<file path="src/rtl/core/gpdt_pkg.sv">
// gpdt_pkg: shared constants, codes and types of the pin pulse and debounce table
// no dependencies; compiled first, used by every other file of the block
`default_nettype none

package gpdt_pkg;

   // table and pin sizing
   localparam int TABLE_DEPTH = 16;
   localparam int PIN_TOTAL   = 40;

   // fixed field widths
   localparam int CMD_W     = 3;
   localparam int PIN_W     = 6;
   localparam int TIME_W    = 32;
   localparam int LEVELS_W  = 40;
   localparam int KIND_W    = 2;
   localparam int ENTRIES_W = 5;
   localparam int DEB_W     = 16;

   localparam logic [DEB_W-1:0] DEBOUNCE_RESET = 16'd50;

   // derived sizes
   localparam int IDX_W       = (TABLE_DEPTH > 1) ? $clog2(TABLE_DEPTH) : 1;
   localparam int CNT_W       = $clog2(TABLE_DEPTH + 1);
   localparam int UNRES_COUNT = 17;
   localparam int UNRES_IDX_W = $clog2(UNRES_COUNT);
   localparam int UNRES_CNT_W = $clog2(UNRES_COUNT + 1);
   localparam int WALK_W      = (CNT_W > UNRES_CNT_W) ? CNT_W : UNRES_CNT_W;
   localparam int PIN_LIMIT   = (PIN_TOTAL < LEVELS_W) ? PIN_TOTAL : LEVELS_W;

   // command queue between front and back
   localparam int QUEUE_DEPTH = 2;
   localparam int QPTR_W      = (QUEUE_DEPTH > 1) ? $clog2(QUEUE_DEPTH) : 1;
   localparam int QCNT_W      = $clog2(QUEUE_DEPTH + 1);

   // command codes on the request channel
   localparam logic [CMD_W-1:0] CMD_SET_OUT  = 3'd0;
   localparam logic [CMD_W-1:0] CMD_SET_IN   = 3'd1;
   localparam logic [CMD_W-1:0] CMD_TICK     = 3'd2;
   localparam logic [CMD_W-1:0] CMD_ALL_LOW  = 3'd3;
   localparam logic [CMD_W-1:0] CMD_ALL_HIGH = 3'd4;

   // result kinds
   localparam logic [KIND_W-1:0] KIND_DRIVE  = 2'd0;
   localparam logic [KIND_W-1:0] KIND_REVERT = 2'd1;
   localparam logic [KIND_W-1:0] KIND_PRESS  = 2'd2;
   localparam logic [KIND_W-1:0] KIND_UNUSED = 2'd3;

   typedef enum logic [2:0] {
      OP_SET_OUT,
      OP_SET_IN,
      OP_TICK,
      OP_ALL_LOW,
      OP_ALL_HIGH
   } op_type;

   typedef enum logic [2:0] {
      BK_IDLE,
      BK_FIND,
      BK_TICK_REV,
      BK_TICK_BTN,
      BK_ALL,
      BK_FINISH
   } back_state_type;

   // classified command as it sits in the queue
   typedef struct packed {
      op_type                op;
      logic [PIN_W-1:0]      pin;
      logic                  level;
      logic [TIME_W-1:0]     interval;
      logic [LEVELS_W-1:0]   levels;
   } item_type;

   typedef struct packed {
      logic     valid;
      item_type item;
   } queue_head_type;

   typedef struct packed {
      logic rev;
      logic inp;
      logic last;
      logic stable;
   } flags_type;

   localparam flags_type FLAGS_FRESH = '{rev: 1'b0, inp: 1'b0, last: 1'b1, stable: 1'b1};

   typedef struct packed {
      logic [KIND_W-1:0]    kind;
      logic [PIN_W-1:0]     pin;
      logic                 level;
      logic [ENTRIES_W-1:0] entries;
   } result_type;

   // unreserved pins in ascending order, driven by all-low and all-high
   function automatic logic [PIN_W-1:0] unres_pin(input logic [UNRES_IDX_W-1:0] idx);
      logic [PIN_W-1:0] p;
      case (idx)
         5'd0:    p = 6'd0;
         5'd1:    p = 6'd1;
         5'd2:    p = 6'd2;
         5'd3:    p = 6'd3;
         5'd4:    p = 6'd4;
         5'd5:    p = 6'd5;
         5'd6:    p = 6'd16;
         5'd7:    p = 6'd17;
         5'd8:    p = 6'd18;
         5'd9:    p = 6'd19;
         5'd10:   p = 6'd21;
         5'd11:   p = 6'd22;
         5'd12:   p = 6'd23;
         5'd13:   p = 6'd25;
         5'd14:   p = 6'd26;
         5'd15:   p = 6'd27;
         5'd16:   p = 6'd33;
         default: p = 6'd0;
      endcase
      return p;
   endfunction

endpackage

`default_nettype wire

</file>
<file path="src/rtl/core/gpdt_ifs.sv">
// gpdt_ifs: valid/ready channel interfaces for request, response and csr write
// depends on gpdt_pkg for field widths
`default_nettype none

interface gpdt_req_if import gpdt_pkg::*; ();
   logic                valid;
   logic                ready;
   logic [CMD_W-1:0]    cmd;
   logic [PIN_W-1:0]    pin;
   logic                level;
   logic [TIME_W-1:0]   interval_ms;
   logic [LEVELS_W-1:0] pin_levels;

   modport source (output valid, cmd, pin, level, interval_ms, pin_levels, input ready);
   modport sink   (input valid, cmd, pin, level, interval_ms, pin_levels, output ready);
endinterface

interface gpdt_rsp_if import gpdt_pkg::*; ();
   logic                 valid;
   logic                 ready;
   logic [KIND_W-1:0]    kind;
   logic [PIN_W-1:0]     pin_out;
   logic                 drive_level;
   logic [ENTRIES_W-1:0] entries_used;
   logic                 last;

   modport source (output valid, kind, pin_out, drive_level, entries_used, last, input ready);
   modport sink   (input valid, kind, pin_out, drive_level, entries_used, last, output ready);
endinterface

interface gpdt_csr_if import gpdt_pkg::*; ();
   logic             valid;
   logic             ready;
   logic [DEB_W-1:0] debounce_ms;

   modport source (output valid, debounce_ms, input ready);
   modport sink   (input valid, debounce_ms, output ready);
endinterface

`default_nettype wire

</file>
<file path="src/rtl/core/gpdt_front.sv">
// gpdt_front: accepts request items, classifies the command, queues it for the back end
// depends on gpdt_pkg and gpdt_req_if
`default_nettype none

module gpdt_front import gpdt_pkg::*; (
   input  logic           clock,
   input  logic           reset,
   gpdt_req_if.sink       req,
   output queue_head_type q_head,
   input  logic           q_pop
);

   item_type            queue_mem [QUEUE_DEPTH];
   logic [QPTR_W-1:0]   wr_ptr_ff, wr_ptr_in;
   logic [QPTR_W-1:0]   rd_ptr_ff, rd_ptr_in;
   logic [QCNT_W-1:0]   q_count_ff, q_count_in;
   item_type            new_item;
   logic                keep;
   logic                push;

   function automatic logic [QPTR_W-1:0] ptr_next(input logic [QPTR_W-1:0] p);
      return (p == QPTR_W'(QUEUE_DEPTH - 1)) ? '0 : p + 1'b1;
   endfunction

   // classify; unused command codes are taken and dropped here
   always_comb begin
      keep = 1'b1;
      new_item.op = OP_SET_OUT;
      case (req.cmd)
         CMD_SET_OUT:  new_item.op = OP_SET_OUT;
         CMD_SET_IN:   new_item.op = OP_SET_IN;
         CMD_TICK:     new_item.op = OP_TICK;
         CMD_ALL_LOW:  new_item.op = OP_ALL_LOW;
         CMD_ALL_HIGH: new_item.op = OP_ALL_HIGH;
         default:      keep = 1'b0;
      endcase
      new_item.pin      = req.pin;
      new_item.level    = req.level;
      new_item.interval = req.interval_ms;
      new_item.levels   = req.pin_levels;
   end

   assign req.ready = (q_count_ff != QCNT_W'(QUEUE_DEPTH));
   assign push      = req.valid && req.ready && keep;

   assign q_head.valid = (q_count_ff != '0);
   assign q_head.item  = queue_mem[rd_ptr_ff];

   always_comb begin
      wr_ptr_in  = push ? ptr_next(wr_ptr_ff) : wr_ptr_ff;
      rd_ptr_in  = q_pop ? ptr_next(rd_ptr_ff) : rd_ptr_ff;
      q_count_in = q_count_ff;
      if (push && !q_pop) begin
         q_count_in = q_count_ff + 1'b1;
      end else if (!push && q_pop) begin
         q_count_in = q_count_ff - 1'b1;
      end
   end

   always_ff @(posedge clock) begin
      if (reset) begin
         wr_ptr_ff  <= '0;
         rd_ptr_ff  <= '0;
         q_count_ff <= '0;
      end else begin
         wr_ptr_ff  <= wr_ptr_in;
         rd_ptr_ff  <= rd_ptr_in;
         q_count_ff <= q_count_in;
      end
   end

   always_ff @(posedge clock) begin
      if (push) begin
         queue_mem[wr_ptr_ff] <= new_item;
      end
   end

endmodule

`default_nettype wire

</file>
<file path="src/rtl/core/gpdt_back.sv">
// gpdt_back: pin table, millisecond clock, sequencer that walks the table and output register
// depends on gpdt_pkg, gpdt_rsp_if and gpdt_csr_if
`default_nettype none

module gpdt_back import gpdt_pkg::*; (
   input  logic           clock,
   input  logic           reset,
   input  queue_head_type q_head,
   output logic           q_pop,
   gpdt_rsp_if.source     rsp,
   gpdt_csr_if.sink       csr
);

   // pin table
   logic [PIN_W-1:0]  tab_pin      [TABLE_DEPTH];
   logic [TIME_W-1:0] tab_interval [TABLE_DEPTH];
   logic [TIME_W-1:0] tab_set_time [TABLE_DEPTH];
   logic [TIME_W-1:0] tab_deb_time [TABLE_DEPTH];
   flags_type         tab_flags    [TABLE_DEPTH];

   back_state_type     state_ff, state_in;
   logic [WALK_W-1:0]  idx_ff, idx_in;
   logic [CNT_W-1:0]   count_ff, count_in;
   logic [TIME_W-1:0]  clock_ms_ff, clock_ms_in;
   logic [DEB_W-1:0]   debounce_ff;
   item_type           cur_ff, cur_in;
   result_type         hold_ff, hold_in;
   logic               hold_valid_ff, hold_valid_in;
   result_type         rsp_res_ff;
   logic               rsp_last_ff;
   logic               rsp_valid_ff;

   logic [IDX_W-1:0]   tab_idx;
   logic [PIN_W-1:0]   rd_pin;
   logic [TIME_W-1:0]  rd_interval, rd_set_time, rd_deb_time;
   flags_type          rd_flags;

   logic               tab_wr;
   logic [PIN_W-1:0]   wr_pin;
   logic [TIME_W-1:0]  wr_interval, wr_set_time, wr_deb_time;
   flags_type          wr_flags, base_flags;

   logic               in_range, do_apply, added;
   logic               emit, finish, push, push_last, out_free, advance, q_pop_raw;
   result_type         emit_res;
   logic [TIME_W-1:0]  since_set, since_deb;
   logic               sample;

   assign tab_idx     = idx_ff[IDX_W-1:0];
   assign rd_pin      = tab_pin[tab_idx];
   assign rd_interval = tab_interval[tab_idx];
   assign rd_set_time = tab_set_time[tab_idx];
   assign rd_deb_time = tab_deb_time[tab_idx];
   assign rd_flags    = tab_flags[tab_idx];

   assign in_range  = idx_ff < WALK_W'(count_ff);
   assign since_set = clock_ms_ff - rd_set_time;
   assign since_deb = clock_ms_ff - rd_deb_time;
   // pins past the sampled range read as idle high
   assign sample    = (rd_pin < PIN_W'(PIN_LIMIT)) ? cur_ff.levels[rd_pin] : 1'b1;

   assign out_free  = !rsp_valid_ff || rsp.ready;
   assign csr.ready = 1'b1;

   always_comb begin
      state_in    = state_ff;
      idx_in      = idx_ff;
      count_in    = count_ff;
      clock_ms_in = clock_ms_ff;
      cur_in      = cur_ff;
      q_pop_raw   = 1'b0;
      tab_wr      = 1'b0;
      wr_pin      = rd_pin;
      wr_interval = rd_interval;
      wr_set_time = rd_set_time;
      wr_deb_time = rd_deb_time;
      wr_flags    = rd_flags;
      base_flags  = rd_flags;
      do_apply    = 1'b0;
      added       = 1'b0;
      emit        = 1'b0;
      emit_res    = '0;
      finish      = 1'b0;

      case (state_ff)
         BK_IDLE: begin
            if (q_head.valid) begin
               q_pop_raw = 1'b1;
               cur_in    = q_head.item;
               idx_in    = '0;
               case (q_head.item.op)
                  OP_SET_OUT, OP_SET_IN: state_in = BK_FIND;
                  OP_TICK: begin
                     clock_ms_in = clock_ms_ff + 1'b1;
                     state_in    = BK_TICK_REV;
                  end
                  OP_ALL_LOW, OP_ALL_HIGH: state_in = BK_ALL;
                  default: state_in = BK_IDLE;
               endcase
            end
         end

         BK_FIND: begin
            if (in_range) begin
               if (rd_pin == cur_ff.pin) begin
                  do_apply = 1'b1;
               end else begin
                  idx_in = idx_ff + 1'b1;
               end
            end else if (count_ff >= CNT_W'(TABLE_DEPTH)) begin
               // full table, set dropped
               state_in = BK_FINISH;
            end else begin
               do_apply = 1'b1;
               added    = 1'b1;
               count_in = count_ff + 1'b1;
            end

            if (do_apply) begin
               tab_wr   = 1'b1;
               state_in = BK_FINISH;
               if (added) begin
                  base_flags  = FLAGS_FRESH;
                  wr_pin      = cur_ff.pin;
                  wr_interval = '0;
                  wr_set_time = '0;
                  wr_deb_time = '0;
               end
               wr_flags = base_flags;
               if (cur_ff.op == OP_SET_OUT) begin
                  wr_interval  = cur_ff.interval;
                  wr_set_time  = clock_ms_ff;
                  wr_flags.rev = 1'b0;
                  emit         = 1'b1;
                  emit_res     = '{kind: KIND_DRIVE, pin: cur_ff.pin, level: cur_ff.level,
                                   entries: ENTRIES_W'(count_in)};
               end else begin
                  wr_flags.inp    = 1'b1;
                  wr_flags.last   = 1'b1;
                  wr_flags.stable = 1'b1;
                  wr_deb_time     = '0;
               end
            end
         end

         BK_TICK_REV: begin
            if (in_range) begin
               idx_in = idx_ff + 1'b1;
               if ((rd_interval != '0) && (since_set >= rd_interval) && !rd_flags.rev) begin
                  tab_wr       = 1'b1;
                  wr_flags.rev = 1'b1;
                  emit         = 1'b1;
                  emit_res     = '{kind: KIND_REVERT, pin: rd_pin, level: 1'b0,
                                   entries: ENTRIES_W'(count_ff)};
               end
            end else begin
               idx_in   = '0;
               state_in = BK_TICK_BTN;
            end
         end

         BK_TICK_BTN: begin
            if (in_range) begin
               idx_in = idx_ff + 1'b1;
               if (rd_flags.inp) begin
                  tab_wr = 1'b1;
                  if (sample != rd_flags.last) begin
                     wr_deb_time = clock_ms_ff;
                  end else if ((since_deb > TIME_W'(debounce_ff)) &&
                               (sample != rd_flags.stable)) begin
                     wr_flags.stable = sample;
                     if (!sample) begin
                        emit     = 1'b1;
                        emit_res = '{kind: KIND_PRESS, pin: rd_pin, level: 1'b0,
                                     entries: ENTRIES_W'(count_ff)};
                     end
                  end
                  wr_flags.last = sample;
               end
            end else begin
               state_in = BK_FINISH;
            end
         end

         BK_ALL: begin
            if (idx_ff < WALK_W'(UNRES_COUNT)) begin
               idx_in   = idx_ff + 1'b1;
               emit     = 1'b1;
               emit_res = '{kind: KIND_DRIVE, pin: unres_pin(idx_ff[UNRES_IDX_W-1:0]),
                            level: (cur_ff.op == OP_ALL_HIGH), entries: ENTRIES_W'(count_ff)};
            end else begin
               state_in = BK_FINISH;
            end
         end

         BK_FINISH: begin
            finish   = 1'b1;
            state_in = BK_IDLE;
         end

         default: state_in = BK_IDLE;
      endcase
   end

   // one result is held back so the final one can carry last
   always_comb begin
      hold_in       = hold_ff;
      hold_valid_in = hold_valid_ff;
      push          = 1'b0;
      push_last     = 1'b0;
      if (emit) begin
         push          = hold_valid_ff;
         hold_in       = emit_res;
         hold_valid_in = 1'b1;
      end
      if (finish && hold_valid_ff) begin
         push          = 1'b1;
         push_last     = 1'b1;
         hold_valid_in = 1'b0;
      end
   end

   assign advance = !push || out_free;
   assign q_pop   = q_pop_raw && advance;

   always_ff @(posedge clock) begin
      if (reset) begin
         state_ff      <= BK_IDLE;
         idx_ff        <= '0;
         count_ff      <= '0;
         clock_ms_ff   <= '0;
         hold_valid_ff <= 1'b0;
         rsp_valid_ff  <= 1'b0;
         debounce_ff   <= DEBOUNCE_RESET;
      end else begin
         if (advance) begin
            state_ff      <= state_in;
            idx_ff        <= idx_in;
            count_ff      <= count_in;
            clock_ms_ff   <= clock_ms_in;
            hold_valid_ff <= hold_valid_in;
         end
         if (push && advance) begin
            rsp_valid_ff <= 1'b1;
         end else if (rsp.ready) begin
            rsp_valid_ff <= 1'b0;
         end
         if (csr.valid) begin
            debounce_ff <= csr.debounce_ms;
         end
      end
   end

   always_ff @(posedge clock) begin
      if (advance) begin
         cur_ff  <= cur_in;
         hold_ff <= hold_in;
      end
      if (push && advance) begin
         rsp_res_ff  <= hold_ff;
         rsp_last_ff <= push_last;
      end
   end

   always_ff @(posedge clock) begin
      if (tab_wr && advance) begin
         tab_pin[tab_idx]      <= wr_pin;
         tab_interval[tab_idx] <= wr_interval;
         tab_set_time[tab_idx] <= wr_set_time;
         tab_deb_time[tab_idx] <= wr_deb_time;
      end
   end

   always_ff @(posedge clock) begin
      if (reset) begin
         for (int i = 0; i < TABLE_DEPTH; i++) begin
            tab_flags[i] <= FLAGS_FRESH;
         end
      end else if (tab_wr && advance) begin
         tab_flags[tab_idx] <= wr_flags;
      end
   end

   assign rsp.valid        = rsp_valid_ff;
   assign rsp.kind         = rsp_res_ff.kind;
   assign rsp.pin_out      = rsp_res_ff.pin;
   assign rsp.drive_level  = rsp_res_ff.level;
   assign rsp.entries_used = rsp_res_ff.entries;
   assign rsp.last         = rsp_last_ff;

endmodule

`default_nettype wire

</file>
<file path="src/rtl/core/gpio_pulse_debounce_table_unit.sv">
// gpio_pulse_debounce_table_unit: top level of the pin pulse and button debounce table
// depends on gpdt_pkg, gpdt_ifs, gpdt_front and gpdt_back
//
// usage
// - req_chan carries one command item: set output, set input, millisecond tick,
//   all low or all high, with pin, level, interval_ms and the sampled pin_levels
// - rsp_chan returns the result items of each command in order; last marks the
//   final one, commands without results return nothing
// - csr_chan writes debounce_ms; it is always ready, write it only while idle
// - in the back end set commands search the table for their pin, ticks walk
//   the table twice (reverts, then buttons), all low / all high walk the
//   unreserved pins; the sequencer takes one entry per cycle unless the output stalls
// - one result can leave per cycle during a walk while the receiver is ready;
//   each result passes the hold register and then the output register
// - a two-entry command queue sits between the front and the back, so new items
//   are taken while the back end walks the table
// - reset clears the table count, the millisecond clock, the queue and all
//   valids, and loads debounce_ms with 50; table contents need no clearing pass
// - when the receiver stalls, the output register holds its item and the
//   sequencer waits once it has a result to pass; the queue takes items until full
`default_nettype none

module gpio_pulse_debounce_table_unit import gpdt_pkg::*; (
   input  logic       clock,
   input  logic       reset,
   gpdt_req_if.sink   req_chan,
   gpdt_rsp_if.source rsp_chan,
   gpdt_csr_if.sink   csr_chan
);

   // head of the command queue and its pop strobe
   queue_head_type q_head;
   logic           q_pop;

   // front end: take and classify items, queue them
   gpdt_front u_front (
      .clock  (clock),
      .reset  (reset),
      .req    (req_chan),
      .q_head (q_head),
      .q_pop  (q_pop)
   );

   // back end: table, clock, sequencer and result register
   gpdt_back u_back (
      .clock  (clock),
      .reset  (reset),
      .q_head (q_head),
      .q_pop  (q_pop),
      .rsp    (rsp_chan),
      .csr    (csr_chan)
   );

endmodule

`default_nettype wire

</file>
<file path="src/flat_wrapper.sv">
// flat-port wrapper written by rule: the top's interface ports become plain ports
module gpio_pulse_debounce_table_unit_flat import gpdt_pkg::*;
  (clock, reset, req_chan_valid, req_chan_cmd, req_chan_pin, req_chan_level, req_chan_interval_ms, req_chan_pin_levels, req_chan_ready, rsp_chan_valid, rsp_chan_kind, rsp_chan_pin_out, rsp_chan_drive_level, rsp_chan_entries_used, rsp_chan_last, rsp_chan_ready, csr_chan_valid, csr_chan_debounce_ms, csr_chan_ready);
  gpdt_req_if req_chan_i ();
  gpdt_rsp_if rsp_chan_i ();
  gpdt_csr_if csr_chan_i ();
  input  logic clock;
  input  logic reset;
  input wire logic [$bits(req_chan_i.valid)-1:0] req_chan_valid;
  input wire logic [$bits(req_chan_i.cmd)-1:0] req_chan_cmd;
  input wire logic [$bits(req_chan_i.pin)-1:0] req_chan_pin;
  input wire logic [$bits(req_chan_i.level)-1:0] req_chan_level;
  input wire logic [$bits(req_chan_i.interval_ms)-1:0] req_chan_interval_ms;
  input wire logic [$bits(req_chan_i.pin_levels)-1:0] req_chan_pin_levels;
  output wire logic [$bits(req_chan_i.ready)-1:0] req_chan_ready;
  output wire logic [$bits(rsp_chan_i.valid)-1:0] rsp_chan_valid;
  output wire logic [$bits(rsp_chan_i.kind)-1:0] rsp_chan_kind;
  output wire logic [$bits(rsp_chan_i.pin_out)-1:0] rsp_chan_pin_out;
  output wire logic [$bits(rsp_chan_i.drive_level)-1:0] rsp_chan_drive_level;
  output wire logic [$bits(rsp_chan_i.entries_used)-1:0] rsp_chan_entries_used;
  output wire logic [$bits(rsp_chan_i.last)-1:0] rsp_chan_last;
  input wire logic [$bits(rsp_chan_i.ready)-1:0] rsp_chan_ready;
  input wire logic [$bits(csr_chan_i.valid)-1:0] csr_chan_valid;
  input wire logic [$bits(csr_chan_i.debounce_ms)-1:0] csr_chan_debounce_ms;
  output wire logic [$bits(csr_chan_i.ready)-1:0] csr_chan_ready;
  assign req_chan_i.valid = req_chan_valid;
  assign req_chan_i.cmd = req_chan_cmd;
  assign req_chan_i.pin = req_chan_pin;
  assign req_chan_i.level = req_chan_level;
  assign req_chan_i.interval_ms = req_chan_interval_ms;
  assign req_chan_i.pin_levels = req_chan_pin_levels;
  assign req_chan_ready = req_chan_i.ready;
  assign rsp_chan_valid = rsp_chan_i.valid;
  assign rsp_chan_kind = rsp_chan_i.kind;
  assign rsp_chan_pin_out = rsp_chan_i.pin_out;
  assign rsp_chan_drive_level = rsp_chan_i.drive_level;
  assign rsp_chan_entries_used = rsp_chan_i.entries_used;
  assign rsp_chan_last = rsp_chan_i.last;
  assign rsp_chan_i.ready = rsp_chan_ready;
  assign csr_chan_i.valid = csr_chan_valid;
  assign csr_chan_i.debounce_ms = csr_chan_debounce_ms;
  assign csr_chan_ready = csr_chan_i.ready;
  gpio_pulse_debounce_table_unit u_core (.clock(clock), .reset(reset), .req_chan(req_chan_i), .rsp_chan(rsp_chan_i), .csr_chan(csr_chan_i));
endmodule
</file>
<file path="config.mk">
export PLATFORM = sky130hd
export DESIGN_NAME = gpio_pulse_debounce_table_unit_flat
export DESIGN_NICKNAME = d
export VERILOG_FILES = /design/src/rtl/core/gpdt_pkg.sv /design/src/rtl/core/gpdt_ifs.sv /design/src/rtl/core/gpdt_front.sv /design/src/rtl/core/gpdt_back.sv /design/src/rtl/core/gpio_pulse_debounce_table_unit.sv /design/src/flat_wrapper.sv
export SDC_FILE = /design/constraint.sdc
export NUM_CORES = 2
export LEC_CHECK = 0
export BUFFER_PORTS_ARGS = -buffer_cell sky130_fd_sc_hd__clkbuf_2
export CORE_MARGIN = 4
export CORE_UTILIZATION = 48
export CTS_CLUSTER_DIAMETER = 50
export DETAILED_ROUTE_END_ITERATION = 12
export GPL_ROUTABILITY_DRIVEN = 0
export GPL_TIMING_DRIVEN = 1
export PLACE_DENSITY = 0.74
export SYNTH_ARGS = -nofsm -noshare
export SYNTH_HDL_FRONTEND = slang
export SYNTH_SLANG_ARGS = --single-unit
</file>
<file path="constraint.sdc">
create_clock -name clock -period 15.02 [get_ports clock]
set_input_delay 2.253 -clock clock [delete_from_list [all_inputs] [get_ports clock]]
set_output_delay 2.253 -clock clock [all_outputs]
set_load 0.005 [all_outputs]
</file>
==> metrics.yaml <==
status:
  status: "complete, no violations"
cells_and_area:
  regArea_mm2: 0.0608
  syn2layout_area_growth_pct: 12.8
  drive_above_1_share: 0.252
  fillCellCount: 12808
  finalCoreUtilization: 0.545
  nNetsFinal: 4842
  multiInputGateArea_mm2: 0.0219
synth:
  netlist_top_cells_area: "edfxtp_1, mux4_2, ha_1, dfxtp_1, mux2_2"
  synth_cells: 4373
  synth_edf_count: 1971
  synth.avg_cell_area_um2: 19.2
  ys_types: 88
  synthAdderAreaFrac: 0.0197
  synth_top_area_frac: 0.704
  synth_nets: 4607
  synth_seq_area_share: 0.723
  ys.flop_type: "edfxtp_1"
  synth_mux_area_frac: 0.157
  synth-compound-area-share: 0.0384
  syn_area_mm2: 0.0841
  synth_top_area_cell: "edfxtp_1"
  synth_top_family_by_area: "multiplexers"
  yosys_warnings: 0
  synthXorXnorAreaFrac: 0.00927
  ys_async_sr_fraction: 0
  synthSimpleGateAreaFrac: 0.0348
  synth-seq-cells: 2049
grt:
  grt_pass1_vias: 44570
  grt_max_degree: 106
  antenna_found_initial: 0
  grt_pass1_wl_um: 293000
  gr-usage-all-layers: 0.218
  grt-ovfl-total: 0
worst_setup_path:
  critPathLaunchType: "register"
  r2r_end: "u_core.u_back.tab_deb_time[14][17]"
  path_class: "reg2reg"
  r2r_slack_ns: 3.70
  crit_arrival_ns: 11.76
  slowest_delay_ns: 0.91
  cp.required_ns: 15.46
  end_kind: "register"
  critPathSlowestCell: "nor2_4"
  cp_max_fo: 100
  reg2reg_depth: 31
timing:
  report.final.slew_viol_count: 0
  fmaxAchievable_mhz: 88.3
  fin_ws_ns: 3.70
  setup_viol: 0
  post-route-period-util: 0.754
  skew_ns: 0.0566
  tns_ns: 0
  layout_min_cycle_time_ns: 11.32
  hold_violations: 0
  tightest_slew_ns: 1.28
  grt_setup_unrepaired: "false"
  slew_headroom: 0.143
drt:
  dr.pass1.iters: 6
  wl_per_cell_um: 27.8
  vias_per_cell: 6.18
  wirelength_um: 198000
  drc: 0
  vias: 43952
  ant_nets: 0
  drtIter0Drc: 5602
place:
  dp_slack_ns: 3.66
  dp_hpwl_um: 113000
  port_buffers: 119
power_and_ir_drop:
  ir_drop_v: 0.000139
  p_clk_frac: 0.311
  p_int_w: 0.0120
  p_sw_frac: 0.287
  p_leak_nw: 30.4
  power_density_mw_per_mm2: 178
  comb_power_share: 0.231
  power_switching_w: 0.00483
  seqPwrFrac: 0.458
floorplanning:
  start_util: 0.483
  die_area_mm2: 0.182
  die_w_um: 426
  io-pin-count: 121
  chipHeight_um: 426
  rows: 153
  coreArea_mm2: 0.174
worst_hold_path:
  hold_path_class: "reg2reg"
  holdPathStages: 0
  min_from: "u_core.u_back.hold_ff[0]"
  min_to: "u_core.u_back.rsp.entries_used[0]"
clock_network:
  cts_buffers: 201
  ctsResizeCount: 0
  cts_buffer_depth: 3
  ctsHtreeMaxLevel: 4
  cts_tree: "done"
  clk-insertion-delay-late_ns: 0.86
  clkSinkCount: 2049
  clkSlewWorstSetupHoldPaths_ns: 0.06
  root_buffer: "clkbuf_16"
  post-cts-setup-buffers: 0
  postCtsHoldBufs: 0
flow_run:
  cap_viol_max_count: 0
-- logic make-up after synthesis --
group | count (synthesis)
flops | 2049
mux | 656
simple gates | 606
compound gates | 471
buf+inv | 370
fa+ha+maj | 131
xor+xnor | 89
other cells | 1
-- per-stage QoR --
stage          cell area (um2)  total power (W)  std cells  hold WS, ns
2_1_floorplan            84100           0.0104       4373        0.400
3_3_place_gp             87800           0.0116       6730        0.404
3_5_place_dp             87800           0.0117       6730        0.409
4_1_cts                  94800           0.0169       7110        0.400
5_1_grt                  94800           0.0175       7110        0.423
6_report                 94800           0.0169       7111        0.403
-- cells in the mapped netlist (6+ instances only) --
cell / count
edfxtp_1: 1971
mux4_2: 518
nor2_1: 174
inv_1: 164
nand2_1: 145
ha_1: 129
clkbuf_1: 116
a21oi_1: 107
o21ai_0: 100
mux2_2: 88
dfxtp_1: 78
a22o_1: 65
nand3_1: 62
xnor2_1: 53
mux2i_1: 50
nor3_1: 40
buf_1: 38
xor2_1: 36
nand4_1: 34
a21o_1: 33
nor2b_1: 30
buf_2: 27
and3_1: 19
o21ai_1: 19
nand2b_1: 18
nor4_1: 18
o211ai_1: 18
o21a_1: 17
or3_1: 16
and2_1: 14
buf_4: 13
a211oi_1: 12
a22oi_1: 9
buf_6: 9
o31ai_1: 8
o211a_1: 7
and4_1: 6
or4_1: 6
-- layout make-up --
type	instances	share of cell area
Inverter	165	0.00654
Clock inverter	139	0.0188
Clock buffer	241	0.0554
Antenna cell	1	0.0000264
Timing Repair Buffer	237	0.0170
Sequential cell	2049	0.641
Multi-Input combinational cell	1954	0.231
Tap cell	2325	0.0307
-- how the worst max path moves through the flow --
stage	cells past startpoint	to	from	slack [ns]
detailed placement	31	u_core.u_back.tab_set_time[14][17]	register	3.66
global placement	31	u_core.u_back.tab_set_time[14][12]	register	3.75
finish	31	u_core.u_back.tab_deb_time[14][17]	register	3.70
CTS	31	u_core.u_back.tab_set_time[14][3]	register	3.64
global route	31	u_core.u_back.tab_deb_time[14][17]	register	2.91
floorplan	41	u_core.u_back.tab_deb_time[10][0]	register	1.96
-- power groups by stage --
| stage | Combinational (W) | Sequential (W) | Clock, W |
|---|---|---|---|
| floorplan | 0.00267 | 0.00776 | 0 |
| global placement | 0.00374 | 0.00781 | 0 |
| detailed placement | 0.00387 | 0.00783 | 0 |
| CTS | 0.00389 | 0.00771 | 0.00531 |
| global route | 0.00422 | 0.00773 | 0.00556 |
| finish | 0.00389 | 0.00771 | 0.00525 |
-- registers in the layout, summed over array words and instances, names as in the netlist, 2 cells and up, named ones only --
| register | cells |
|---|---|
| u_core.u_back.tab_deb_time | 512 |
| u_core.u_back.tab_interval | 512 |
| u_core.u_back.tab_set_time | 512 |
| u_core.u_front.queue_mem | 164 |
| u_core.u_back.tab_pin | 96 |
| u_core.u_back.cur_ff | 82 |
| u_core.u_back.tab_flags | 64 |
| u_core.u_back.clock_ms_ff | 32 |
| u_core.u_back.debounce_ff | 16 |
| u_core.u_back.hold_ff | 14 |
| u_core.u_back.rsp.pin_out | 6 |
| u_core.u_back.count_ff | 5 |
| u_core.u_back.idx_ff | 5 |
| u_core.u_back.rsp.entries_used | 5 |
| u_core.u_back.state_ff | 3 |
| u_core.u_back.rsp.kind | 2 |
| u_core.u_front.q_count_ff | 2 |
-- layout by cell type, fill, tap and decap left out, drive strengths merged, types with 20 or more instances in the layout --
cell	count
a21o	33
a21oi	108
a22o	65
buf	119
bufinv	31
clkbuf	359
clkinv	94
dfxtp	78
edfxtp	1971
ha	129
inv	171
mux2	88
mux2i	50
mux4	518
nand2	148
nand3	62
nand4	34
nor2	174
nor2b	30
nor3	42
o211ai	20
o21ai	121
xnor2	53
xor2	36
-- per-layer routing --
metal	share of wire	vias to the layer above	track usage
met3	0.087	385	0.0409
met5	0	-	0
met2	0.49	2303	0.351
met4	0.037	0	0.0825
met1	0.39	22922	0.297
li1	-	18342	-
-- worst max-delay path: cells and delay by family, from the launching register on --
family | cells | cell delay, ns
adders and majority gates | 2 | 0.54
buffers and inverters | 4 | 2.48
xor gates and xnor gates | 1 | 0.14
muxes | 2 | 1.06
DFF | 1 | 0.67
and+or+nand+nor | 12 | 4.23
AOI/OAI and AO/OA | 10 | 1.65
No activity file was read; power rests on OpenSTA's default activity.
